### src/sv/bcgd_pkg.sv
package bcgd_pkg;

	localparam int TimeBits   = 32;
	localparam int NumButtons = 5;
	localparam int CfgBits    = 16;

	// config register index
	localparam logic [2:0] CfgDebounce    = 3'd0;
	localparam logic [2:0] CfgLongPress   = 3'd1;
	localparam logic [2:0] CfgDoubleGap   = 3'd2;
	localparam logic [2:0] CfgRepeat      = 3'd3;
	localparam logic [2:0] CfgActiveLevel = 3'd4;

	localparam logic [CfgBits-1:0]    DebounceReset  = 16'd20;
	localparam logic [CfgBits-1:0]    LongPressReset = 16'd500;
	localparam logic [CfgBits-1:0]    DoubleGapReset = 16'd250;
	localparam logic [CfgBits-1:0]    RepeatReset    = 16'd100;
	localparam logic [NumButtons-1:0] ActiveReset    = 5'd0;

	typedef enum logic [2:0] {
		PH_IDLE        = 3'd0,
		PH_PRESSED     = 3'd1,
		PH_WAIT_DOUBLE = 3'd2,
		PH_SECOND      = 3'd3,
		PH_LONG        = 3'd4
	} phase_t;

	typedef enum logic [1:0] {
		EV_NONE   = 2'd0,
		EV_SINGLE = 2'd1,
		EV_DOUBLE = 2'd2,
		EV_HOLD   = 2'd3
	} ev_t;

	typedef struct packed {
		logic [CfgBits-1:0]    debounce_ms;
		logic [CfgBits-1:0]    long_press_ms;
		logic [CfgBits-1:0]    double_gap_ms;
		logic [CfgBits-1:0]    repeat_ms;
		logic [NumButtons-1:0] active_levels;
	} cfg_t;

	// priority order K, U, D, L, R mapped to pin bit, and first command code - 1
	localparam logic [2:0] PrioBit [NumButtons] = '{3'd4, 3'd0, 3'd1, 3'd2, 3'd3};
	localparam logic [3:0] CmdBase [NumButtons] = '{4'd0, 4'd3, 4'd6, 4'd9, 4'd12};

endpackage

### src/sv/button_click_gesture_detector.sv
// Each accepted sample's command word is captured in the output register.
// Throughput: one sample per cycle while in_stall is low; all five button lanes and the priority merge
// are combinational, the output register is the only stage.
// in_stall is high only while a command word waits and out_stall holds it.
// Reset: all buttons idle, output empty, config registers at 20/500/250/100/0.
module button_click_gesture_detector import bcgd_pkg::*; (
	input  logic                  clk,
	input  logic                  arst_n,
	input  logic                  in_valid,
	output logic                  in_stall,
	input  logic [NumButtons-1:0] pin_levels,
	input  logic [TimeBits-1:0]   now_ms,
	output logic                  out_valid,
	input  logic                  out_stall,
	output logic [3:0]            command,
	input  logic                  cfg_valid,
	output logic                  cfg_ready,
	input  logic [2:0]            cfg_index,
	input  logic [CfgBits-1:0]    cfg_data
);

	cfg_t                  cfg_q;
	logic                  step;
	logic [NumButtons-1:0] pressed;
	ev_t                   ev [NumButtons];

	assign cfg_ready = 1'b1;

	always_ff @(posedge clk or negedge arst_n) begin
		if (!arst_n) begin
			cfg_q.debounce_ms   <= DebounceReset;
			cfg_q.long_press_ms <= LongPressReset;
			cfg_q.double_gap_ms <= DoubleGapReset;
			cfg_q.repeat_ms     <= RepeatReset;
			cfg_q.active_levels <= ActiveReset;
		end else if (cfg_valid && cfg_ready) begin
			unique case (cfg_index)
				CfgDebounce:    cfg_q.debounce_ms   <= cfg_data;
				CfgLongPress:   cfg_q.long_press_ms <= cfg_data;
				CfgDoubleGap:   cfg_q.double_gap_ms <= cfg_data;
				CfgRepeat:      cfg_q.repeat_ms     <= cfg_data;
				CfgActiveLevel: cfg_q.active_levels <= cfg_data[NumButtons-1:0];
				default: ;
			endcase
		end
	end

	assign step    = in_valid && !in_stall;
	assign pressed = pin_levels ~^ cfg_q.active_levels;

	for (genvar b = 0; b < NumButtons; b++) begin : g_lane
		bcgd_lane u_lane (
			.clk     (clk),
			.arst_n  (arst_n),
			.step    (step),
			.pressed (pressed[b]),
			.now     (now_ms),
			.cfg     (cfg_q),
			.ev      (ev[b])
		);
	end

	bcgd_merge u_merge (
		.clk       (clk),
		.arst_n    (arst_n),
		.step      (step),
		.ev        (ev),
		.out_stall (out_stall),
		.in_stall  (in_stall),
		.out_valid (out_valid),
		.command   (command)
	);

endmodule

### src/sv/bcgd_lane.sv
module bcgd_lane import bcgd_pkg::*; (
	input  logic                clk,
	input  logic                arst_n,
	input  logic                step,
	input  logic                pressed,
	input  logic [TimeBits-1:0] now,
	input  cfg_t                cfg,
	output ev_t                 ev
);

	phase_t              phase_q, phase_d;
	logic [TimeBits-1:0] start_q, start_d;
	logic [TimeBits-1:0] rep_q, rep_d;
	logic [TimeBits-1:0] since_start, since_rep;
	logic                debounced, long_due, gap_over, rep_due;

	// modular elapsed times
	assign since_start = now - start_q;
	assign since_rep   = now - rep_q;
	assign debounced   = since_start >= TimeBits'(cfg.debounce_ms);
	assign long_due    = since_start >= TimeBits'(cfg.long_press_ms);
	assign gap_over    = since_start >  TimeBits'(cfg.double_gap_ms);
	assign rep_due     = since_rep   >= TimeBits'(cfg.repeat_ms);

	always_comb begin
		phase_d = phase_q;
		start_d = start_q;
		rep_d   = rep_q;
		unique case (phase_q)
			PH_PRESSED: begin
				if (!pressed) begin
					if (debounced) begin
						phase_d = PH_WAIT_DOUBLE;
						start_d = now;
					end else begin
						phase_d = PH_IDLE;
					end
				end else if (long_due) begin
					phase_d = PH_LONG;
					rep_d   = now;
				end
			end
			PH_WAIT_DOUBLE: begin
				if (pressed) begin
					phase_d = PH_SECOND;
					start_d = now;
				end else if (gap_over) begin
					phase_d = PH_IDLE;
				end
			end
			PH_SECOND: begin
				if (!pressed)
					phase_d = PH_IDLE;
			end
			PH_LONG: begin
				if (!pressed)
					phase_d = PH_IDLE;
				else if (rep_due)
					rep_d = now;
			end
			default: begin
				if (pressed) begin
					phase_d = PH_PRESSED;
					start_d = now;
				end else begin
					phase_d = PH_IDLE;
				end
			end
		endcase
	end

	always_comb begin
		ev = EV_NONE;
		unique case (phase_q)
			PH_PRESSED:     if (pressed && long_due) ev = EV_HOLD;
			PH_WAIT_DOUBLE: if (!pressed && gap_over) ev = EV_SINGLE;
			PH_SECOND:      if (!pressed && debounced) ev = EV_DOUBLE;
			PH_LONG:        if (pressed && rep_due) ev = EV_HOLD;
			default:        ev = EV_NONE;
		endcase
	end

	always_ff @(posedge clk or negedge arst_n) begin
		if (!arst_n)
			phase_q <= PH_IDLE;
		else if (step)
			phase_q <= phase_d;
	end

	always_ff @(posedge clk) begin
		if (step) begin
			start_q <= start_d;
			rep_q   <= rep_d;
		end
	end

endmodule

### src/sv/bcgd_merge.sv
module bcgd_merge import bcgd_pkg::*; (
	input  logic       clk,
	input  logic       arst_n,
	input  logic       step,
	input  ev_t        ev [NumButtons],
	input  logic       out_stall,
	output logic       in_stall,
	output logic       out_valid,
	output logic [3:0] command
);

	logic [3:0] cmd;
	logic       valid_q;
	logic [3:0] command_q;

	// walk from lowest priority up so the highest one wins
	always_comb begin
		cmd = 4'd0;
		for (int p = NumButtons - 1; p >= 0; p--) begin
			if (ev[PrioBit[p]] != EV_NONE)
				cmd = CmdBase[p] + 4'(ev[PrioBit[p]]);
		end
	end

	always_ff @(posedge clk or negedge arst_n) begin
		if (!arst_n)
			valid_q <= 1'b0;
		else if (step)
			valid_q <= 1'b1;
		else if (!out_stall)
			valid_q <= 1'b0;
	end

	always_ff @(posedge clk) begin
		if (step)
			command_q <= cmd;
	end

	assign in_stall  = valid_q && out_stall;
	assign out_valid = valid_q;
	assign command   = command_q;

endmodule

### config.mk
export PLATFORM = sky130hd
export DESIGN_NAME = button_click_gesture_detector
export DESIGN_NICKNAME = d
export VERILOG_FILES = /design/src/sv/bcgd_pkg.sv /design/src/sv/button_click_gesture_detector.sv /design/src/sv/bcgd_lane.sv /design/src/sv/bcgd_merge.sv
export SDC_FILE = /design/constraint.sdc
export NUM_CORES = 1
export LEC_CHECK = 0
export BUFFER_PORTS_ARGS = -buffer_cell sky130_fd_sc_hd__buf_4
export CAP_MARGIN = 40
export CELL_PAD_IN_SITES_DETAIL_PLACEMENT = 1
export CELL_PAD_IN_SITES_GLOBAL_PLACEMENT = 1
export CORE_UTILIZATION = 35
export DETAILED_ROUTE_END_ITERATION = 10
export HOLD_SLACK_MARGIN = 0.08
export PLACE_DENSITY_LB_ADDON = 0.1
export SLEW_MARGIN = 20
export SYNTH_ARGS = -nofsm -noshare
export SYNTH_HDL_FRONTEND = slang
export SYNTH_SLANG_ARGS = --single-unit
### constraint.sdc
create_clock -name clk -period 6.4 [get_ports clk]
set_input_delay 0.64 -clock clk [delete_from_list [all_inputs] [get_ports clk]]
set_output_delay 0.64 -clock clk [all_outputs]
set_load 0.01 [all_outputs]
Word-level counts from Yosys, hierarchy flattened
Cells that the tools add are included.
Widths: inputs -> output; s select.

word-level totals
  flip-flop bits (word level) = 409
  latch bits = 0
  bits in writable memories = 0
  memory bits (read-only) = 0
  input bits = 61
  output and inout port bits = 7
  memories = 0

cells by class
  add/subtract/negate cells = 14
  $mul = 0
  divide/modulo/power cells = 0
  $lt $le $gt $ge = 20
  equality and inequality tests = 70
  shift operators = 0
  mux-type cells = 117
  bitwise operators = 6
  reductions and logical operators = 69

operators with widths
  cell                number
  $mux 32             35
  $pmux 32 s2         10
  $ge 32x16->1        15
  $sub 32x32->32      10
  $gt 32x16->1        5
  $mux 3              25
  $pmux 3 s3          5
  $mux 2              21
  $ne 2x2->1 const B  20
  $pmux 2 s4          5
  $eq 3x2->1 const B  12
  $ne 2x1->1 const B  16
  $ne 3x2->1 const B  10
  $reduce_and 6->1    5
  $reduce_bool 2->1   15
  $reduce_and 5->1    5
  $logic_and 1x1->1   22
  $reduce_and 4->1    5
  $eq 3x1->1 const B  6
  $eq 3x3->1 const B  6
  $mux 4              4
  $mux 1              12
  $reduce_and 2->1    5
  $reduce_or 2->1     5
  other kinds (8)     17

Longest topological paths before layout
  depth after elaboration = 11
  mapped depth = 26
  depth with buffers taken out = 26

Hierarchy
Synthesis repeated with hierarchy kept, for this count alone.

unflattened totals
  cell total of the unflattened synthesis = 4903
  area, all modules = 42279.3 sq um

by module, submodules not included
  module                         instances  cells each  area an instance (sq um)  sequential area each (sq um)
  bcgd_lane (g_lane[2].u_lane)   1          977         8092.8                    1996.9
  bcgd_lane (g_lane[3].u_lane)   1          963         7965.1                    1996.9
  bcgd_lane (g_lane[4].u_lane)   1          941         7749.9                    1996.9
  bcgd_lane (g_lane[0].u_lane)   1          921         7709.9                    1996.9
  bcgd_lane (g_lane[1].u_lane)   1          910         7701.1                    1996.9
  button_click_gesture_detector  1          157         2735.1                    1747.9
  bcgd_merge                     1          34          325.3                     145.1

Least setup slack after synthesis
Ideal clock, no wire load.

  kind = input -> register
  start point = input now_ms[0]
  end point = register u_merge.command_q[2], in the netlist u_merge.command[2] (data pin)
  arrival time = 5.818 ns
  path slack = 0.321 ns
  cell stages on the path = 25
  cell sequence = inv_1 -> ha_1 -> inv_1 -> fa_1 -> a21o_1 -> a221oi_1 -> o21ai_0 -> xor2_1 -> ha_1 -> nand2_1 -> o21bai_1 -> a2111oi_0 -> a21oi_1 -> a2111oi_0 -> nand4_1 -> nor4bb_1 -> nand4_1 -> o31ai_1 -> and2_1 -> o21a_1 -> ha_1 -> inv_1 -> a2111o_1 -> o221a_1 -> o311a_1

between the ends
  longest elaborated chain between the ends = 10
  elaborated cells on any way between the ends = 88
  classes of those cells = 14 x add/sub; 20 x order compare; 29 x mux; 25 x reduce/logical

ends and longest elaborated chain
  item                                                     line                                 RTL
  start, declared                                          button_click_gesture_detector.sv:12  input logic [TimeBits-1:0] now_ms,
  $sub 32x32->32 (on tied branches)                        bcgd_lane.sv:19, bcgd_lane.sv:18
  $ge 32x16->1 (tied with other cells)                     bcgd_lane.sv:23                      assign rep_due = since_rep >= TimeBits'(cfg.repeat_ms);
  $logic_and 1x1->1 (on tied branches)                     -
  $mux 2 (tied with other cells)                           bcgd_lane.sv:78                      PH_LONG: if (pressed && rep_due) ev = EV_HOLD;
  $pmux 2 s4                                               bcgd_lane.sv:74                      unique case (phase_q)
  $add 3x3->4 / $reduce_bool 2->1 (equally long branches)  bcgd_merge.sv:21, bcgd_merge.sv:20
  $mux 4 (4 in a row)                                      bcgd_merge.sv:20                     if (ev[PrioBit[p]] != EV_NONE)
  end signal, assigned                                     bcgd_merge.sv:36                     command_q <= cmd;
  end, declared                                            bcgd_merge.sv:14                     logic [3:0] command_q;

Several ways; a longest one is shown, not always the timed one.
A chain may end at the register's enable or synchronous reset.

Final worst setup path
  start point = register g_lane[2].u_lane.rep_q[0]
  end point = register u_merge.command_q[2], in the netlist u_merge.command[2] (data pin)

between the ends
  longest elaborated chain between the ends = 9
  elaborated cells on any way between the ends = 10
  classes of those cells = 2 x add/sub; 1 x order compare; 5 x mux; 2 x reduce/logical

ends and longest elaborated chain
  item                                                     line                                RTL
  start, declared                                          bcgd_lane.sv:13                     logic [TimeBits-1:0] rep_q, rep_d;
  start signal, assigned                                   bcgd_lane.sv:93                     rep_q <= rep_d;
  $sub 32x32->32 *                                         bcgd_lane.sv:19                     assign since_rep = now - rep_q;
  $ge 32x16->1 *                                           bcgd_lane.sv:23
  $logic_and 1x1->1 *                                      bcgd_lane.sv:78
  $mux 2 *                                                 bcgd_lane.sv:78
  $pmux 2 s4 *                                             bcgd_lane.sv:74
  $add 4x2->4 / $reduce_bool 2->1 (equally long branches)  bcgd_merge.sv:21, bcgd_merge.sv:20
  $mux 4 * (3 in a row)                                    bcgd_merge.sv:20

Every way passes the cells marked *; elsewhere a longest branch is shown, timed or not.

==> impl_metrics.toml <==
[status]
status = "finished clean"

[floorplan]
floorplan.core_area_um2 = 116400
start_util_pct = 35.32
floorplan.rows = 125
io_pins = 68
die_w_um = 344.7
dieArea_um2 = 118800
die_extent_in_y_um = 344.7

[worst_setup_path]
slowest_delay_ns = 0.40
startpoint_type = "flop"
critPathKind = "reg -> reg"
critical_path.endpoint_type = "flop"
cp_data_arrival_time_ns = 6.44
highest_delay_cell_along_the_critical_path = "a2111o_1"
critical_path_required_ns = 6.81
worst-path-max-fanout = 4

[layout]
fillcell_total = 13700
layout.cells.most_common = "ha_1"
multi_input_area_um2 = 27120
drive_above_1_share_pct = 10.46
regArea_um2 = 11880
area_growth_pct = 14.65
mostFrequentLayoutCells = "ha_1, inv_1, a21oi_1"
fin_util_pct = 40.49
post-route-cell-area_um2 = 47120
final_nets = 5674

[global_routing]
grt_antenna_before_repair = 6
first_global_vias = 38510
grt_pass1_wl_um = 249400
grt_max_degree = 59
gr-usage-all-layers_pct = 28.10
grt.overflow.total = 0

[synthesis]
netlist_instances = 4747
syn-cell-area_um2 = 41100
synth_flop_cell = "edfxtp_1"
synth.avg_cell_area_um2 = 8.657
synth_top_cell_by_area = "edfxtp_1"
async_flop_share_pct = 20.78
post_synthesis_share_of_cell_area_spent_on_xor_and_xnor_gates_pct = 4.369
unique_masters_post_synth = 103
synth_compound_area_share_pct = 24.43
basic_gate_share_of_the_synthesized_area_counting_and_or_nand_and_nor_cells_pct = 15.78
synth_seq_area_share_pct = 28.90
postSynthNetCount = 5450
netlist_top_cells_area = "edfxtp_1, ha_1, a21oi_1"
synth_top_family_by_area = "compound AO/OA/AOI/OAI gates"
synth_largest_type_area_fraction_pct = 23.67
post_synth_mux_area_share_pct = 1.239
yosys_warns = 0
post_synth_fa_ha_maj_area_fraction_pct = 19.73
synth.ff_latch_count = 409
number_of_synthesized_flops_with_an_enable_pin = 324

[clock_network]
path_clk_slew_ns = 0.06
cts-buffers-inserted = 55
cts_tree = "yes"
clockRootBuffer = "clkbuf_16"
worst_skew_pair.late_latency_ns = 0.69
cts.path.max_buffers = 3
cts-htree-levels = 2
cts.sinks = 409

[pwr]
power.combinational.fraction_pct = 53.7
power.share.clock_pct = 22.6
p_int_mw = 8.598
power.share.switching_pct = 43.75
power_switching_mw = 6.687
ir_drop_v = 0.0002112
leakage_nw = 20.34
pwr_density_cell_nw_per_um2 = 324.4
power.share.sequential_pct = 23.7

[route]
postRouteAntennaNets = 0
vias = 38180
avgViaCountPerCell = 5.835
post_drt_wl_per_cell_um = 25.85
route.detailed.drc = 0
drt_first_pass_iters = 5
detailedRoute.firstIterationViolations = 2063
wirelength_um = 169200

[timing]
finalCritPeriodShare_pct = 94.24
fin_skew_ns = 0.03437
rsz0062_at_grt = "false"
final-hold-violation-count = 0
max_slew_margin_pct = 41.88
tightestPinTransition_ns = 0.8499
fin_crit_ns = 6.031
max_clock_freq_ghz = 0.1658
final-max-slew-violation-count = 0
setup_viol_count_final = 0

[placed_design]
portBuffers = 66
place_hpwl_um = 134100
post_dp_cell_area_um2 = 45040
place.gp.congestion = 0.9287

[flow_run]
maxCapViolCount = 0

[hold_path]
worst_hold_path_type = "in -> reg"
## flip-flops by register name, summed over array words and instances (netlist names)
| register | cells |
|---|---|
| u_merge.out_valid | 1 |
| g_lane.u_lane.phase_q | 15 |
| u_merge.command | 4 |
| g_lane.u_lane.rep_q | 160 |
| cfg_q | 69 |
| g_lane.u_lane.start_q | 160 |
## Yosys cell counts, types with 20 or more instances
master     instances
or3_1             37
nor4_1            31
xnor2_1          125
inv_1            466
o211ai_1          68
nor2b_1           51
edfxtp_1         324
nand2b_1          52
o21ai_1           20
dfrtp_1           68
o21a_1            76
nand4_1          112
and3_1            38
o31ai_1           20
a31oi_1           55
clkbuf_1         123
a21o_1           152
o21bai_1          36
o2111ai_1         32
a2111oi_0         22
a211oi_1          66
nor2_1           259
xor2_1            75
ha_1             632
mux2_2            31
nand2_1          404
and2_1            27
o21ai_0          296
a21oi_1          441
a211o_1           23
nor3_1            81
nor3b_1           21
nand3_1          110
## critical path, delay by kind of cell (launching register included)
family,cells,cell delay [ns]
AOI/OAI and AO/OA,11,2.40
and+or+nand+nor,7,1.19
adders and majority gates,4,1.04
buffers and inverters,5,0.63
DFF,1,0.33
xor gates and xnor gates,1,0.17
## area by class of cell
cell class	instances	share of cell area (%)
Antenna cell	1	0.005311
Clock buffer	62	3.065
Clock inverter	42	1.105
Inverter	466	3.713
Multi-Input combinational cell	3737	57.55
Sequential cell	409	25.21
Tap cell	1524	4.047
Timing Repair Buffer	302	5.303
## power by group through the flow
| stage | Sequential, mW | Clock [mW] | Combinational (mW) |
|---|---|---|---|
| after floorplan | 3.58 | 0 | 5.14 |
| after global placement | 3.65 | 0 | 7.95 |
| after detailed placement | 3.66 | 0 | 8.10 |
| after CTS | 3.61 | 3.55 | 8.15 |
| after global routing | 3.66 | 3.62 | 9.04 |
| final | 3.62 | 3.46 | 8.21 |
## final timing paths
path / from / to / depth (start not counted) / slack [ns]
min: in_valid / u_merge.out_valid / 2 / 0.17
max reg2reg: g_lane[2].u_lane.rep_q[0] / u_merge.command[2] / 28 / 0.37
max in group asynchronous: arst_n / cfg_q[28] / 4 / 4.92
min reg2reg: cfg_q[6] / cfg_q[6] / 1 / 0.51
min in group asynchronous: arst_n / cfg_q[8] / 2 / 0.52
max: g_lane[2].u_lane.rep_q[0] / u_merge.command[2] / 28 / 0.37
## stage by stage
stage	instances	hold slack [ns]	total power [mW]	TNS, ns	setup WS [ns]
2_1_floorplan	4747	0.3444	8.712	0	0.3209
3_3_place_gp	6431	0.4866	11.60	-0.5400	-0.2289
3_5_place_dp	6434	0.4978	11.76	-1.445	-0.3745
4_1_cts	6539	0.1261	15.32	0	0.01833
5_1_grt	6542	0.1495	16.33	0	0.009487
6_report	6543	0.1716	15.28	0	0.3686
## what timing repair did
| action | CTS | global route |
|---|---|---|
| setup buffers | 0 | 2 |
| hold buffers | 1 | 0 |
| gates resized for setup | 1 | 14 |
| hold endpoints to repair | 26 | 0 |
| setup endpoints to repair | 2 | 4 |
| pin swaps | 0 | 8 |
## routing by layer
| layer | part of all wire, % | GRT usage (%) | vias up | routed length, um |
|---|---|---|---|---|
| met5 | 0.0077 | 0 | - | 13 |
| met4 | 3.5 | 9.209 | 2 | 5903 |
| met3 | 3.8 | 3.106 | 213 | 6424 |
| met2 | 47 | 47.77 | 695 | 79660 |
| met1 | 46 | 36.97 | 19050 | 77160 |
| li1 | - | - | 18230 | - |
## cells by family (layout without fill, tap and decap cells)
family,after synthesis,after routing
mux,47,47
compound gates,1538,1538
buf+inv,601,872
simple gates,1307,1307
xor+xnor,202,202
other cells,1,2
fa+ha+maj,642,642
flops,409,409
Note: power is estimated with default switching activity, not from simulation.
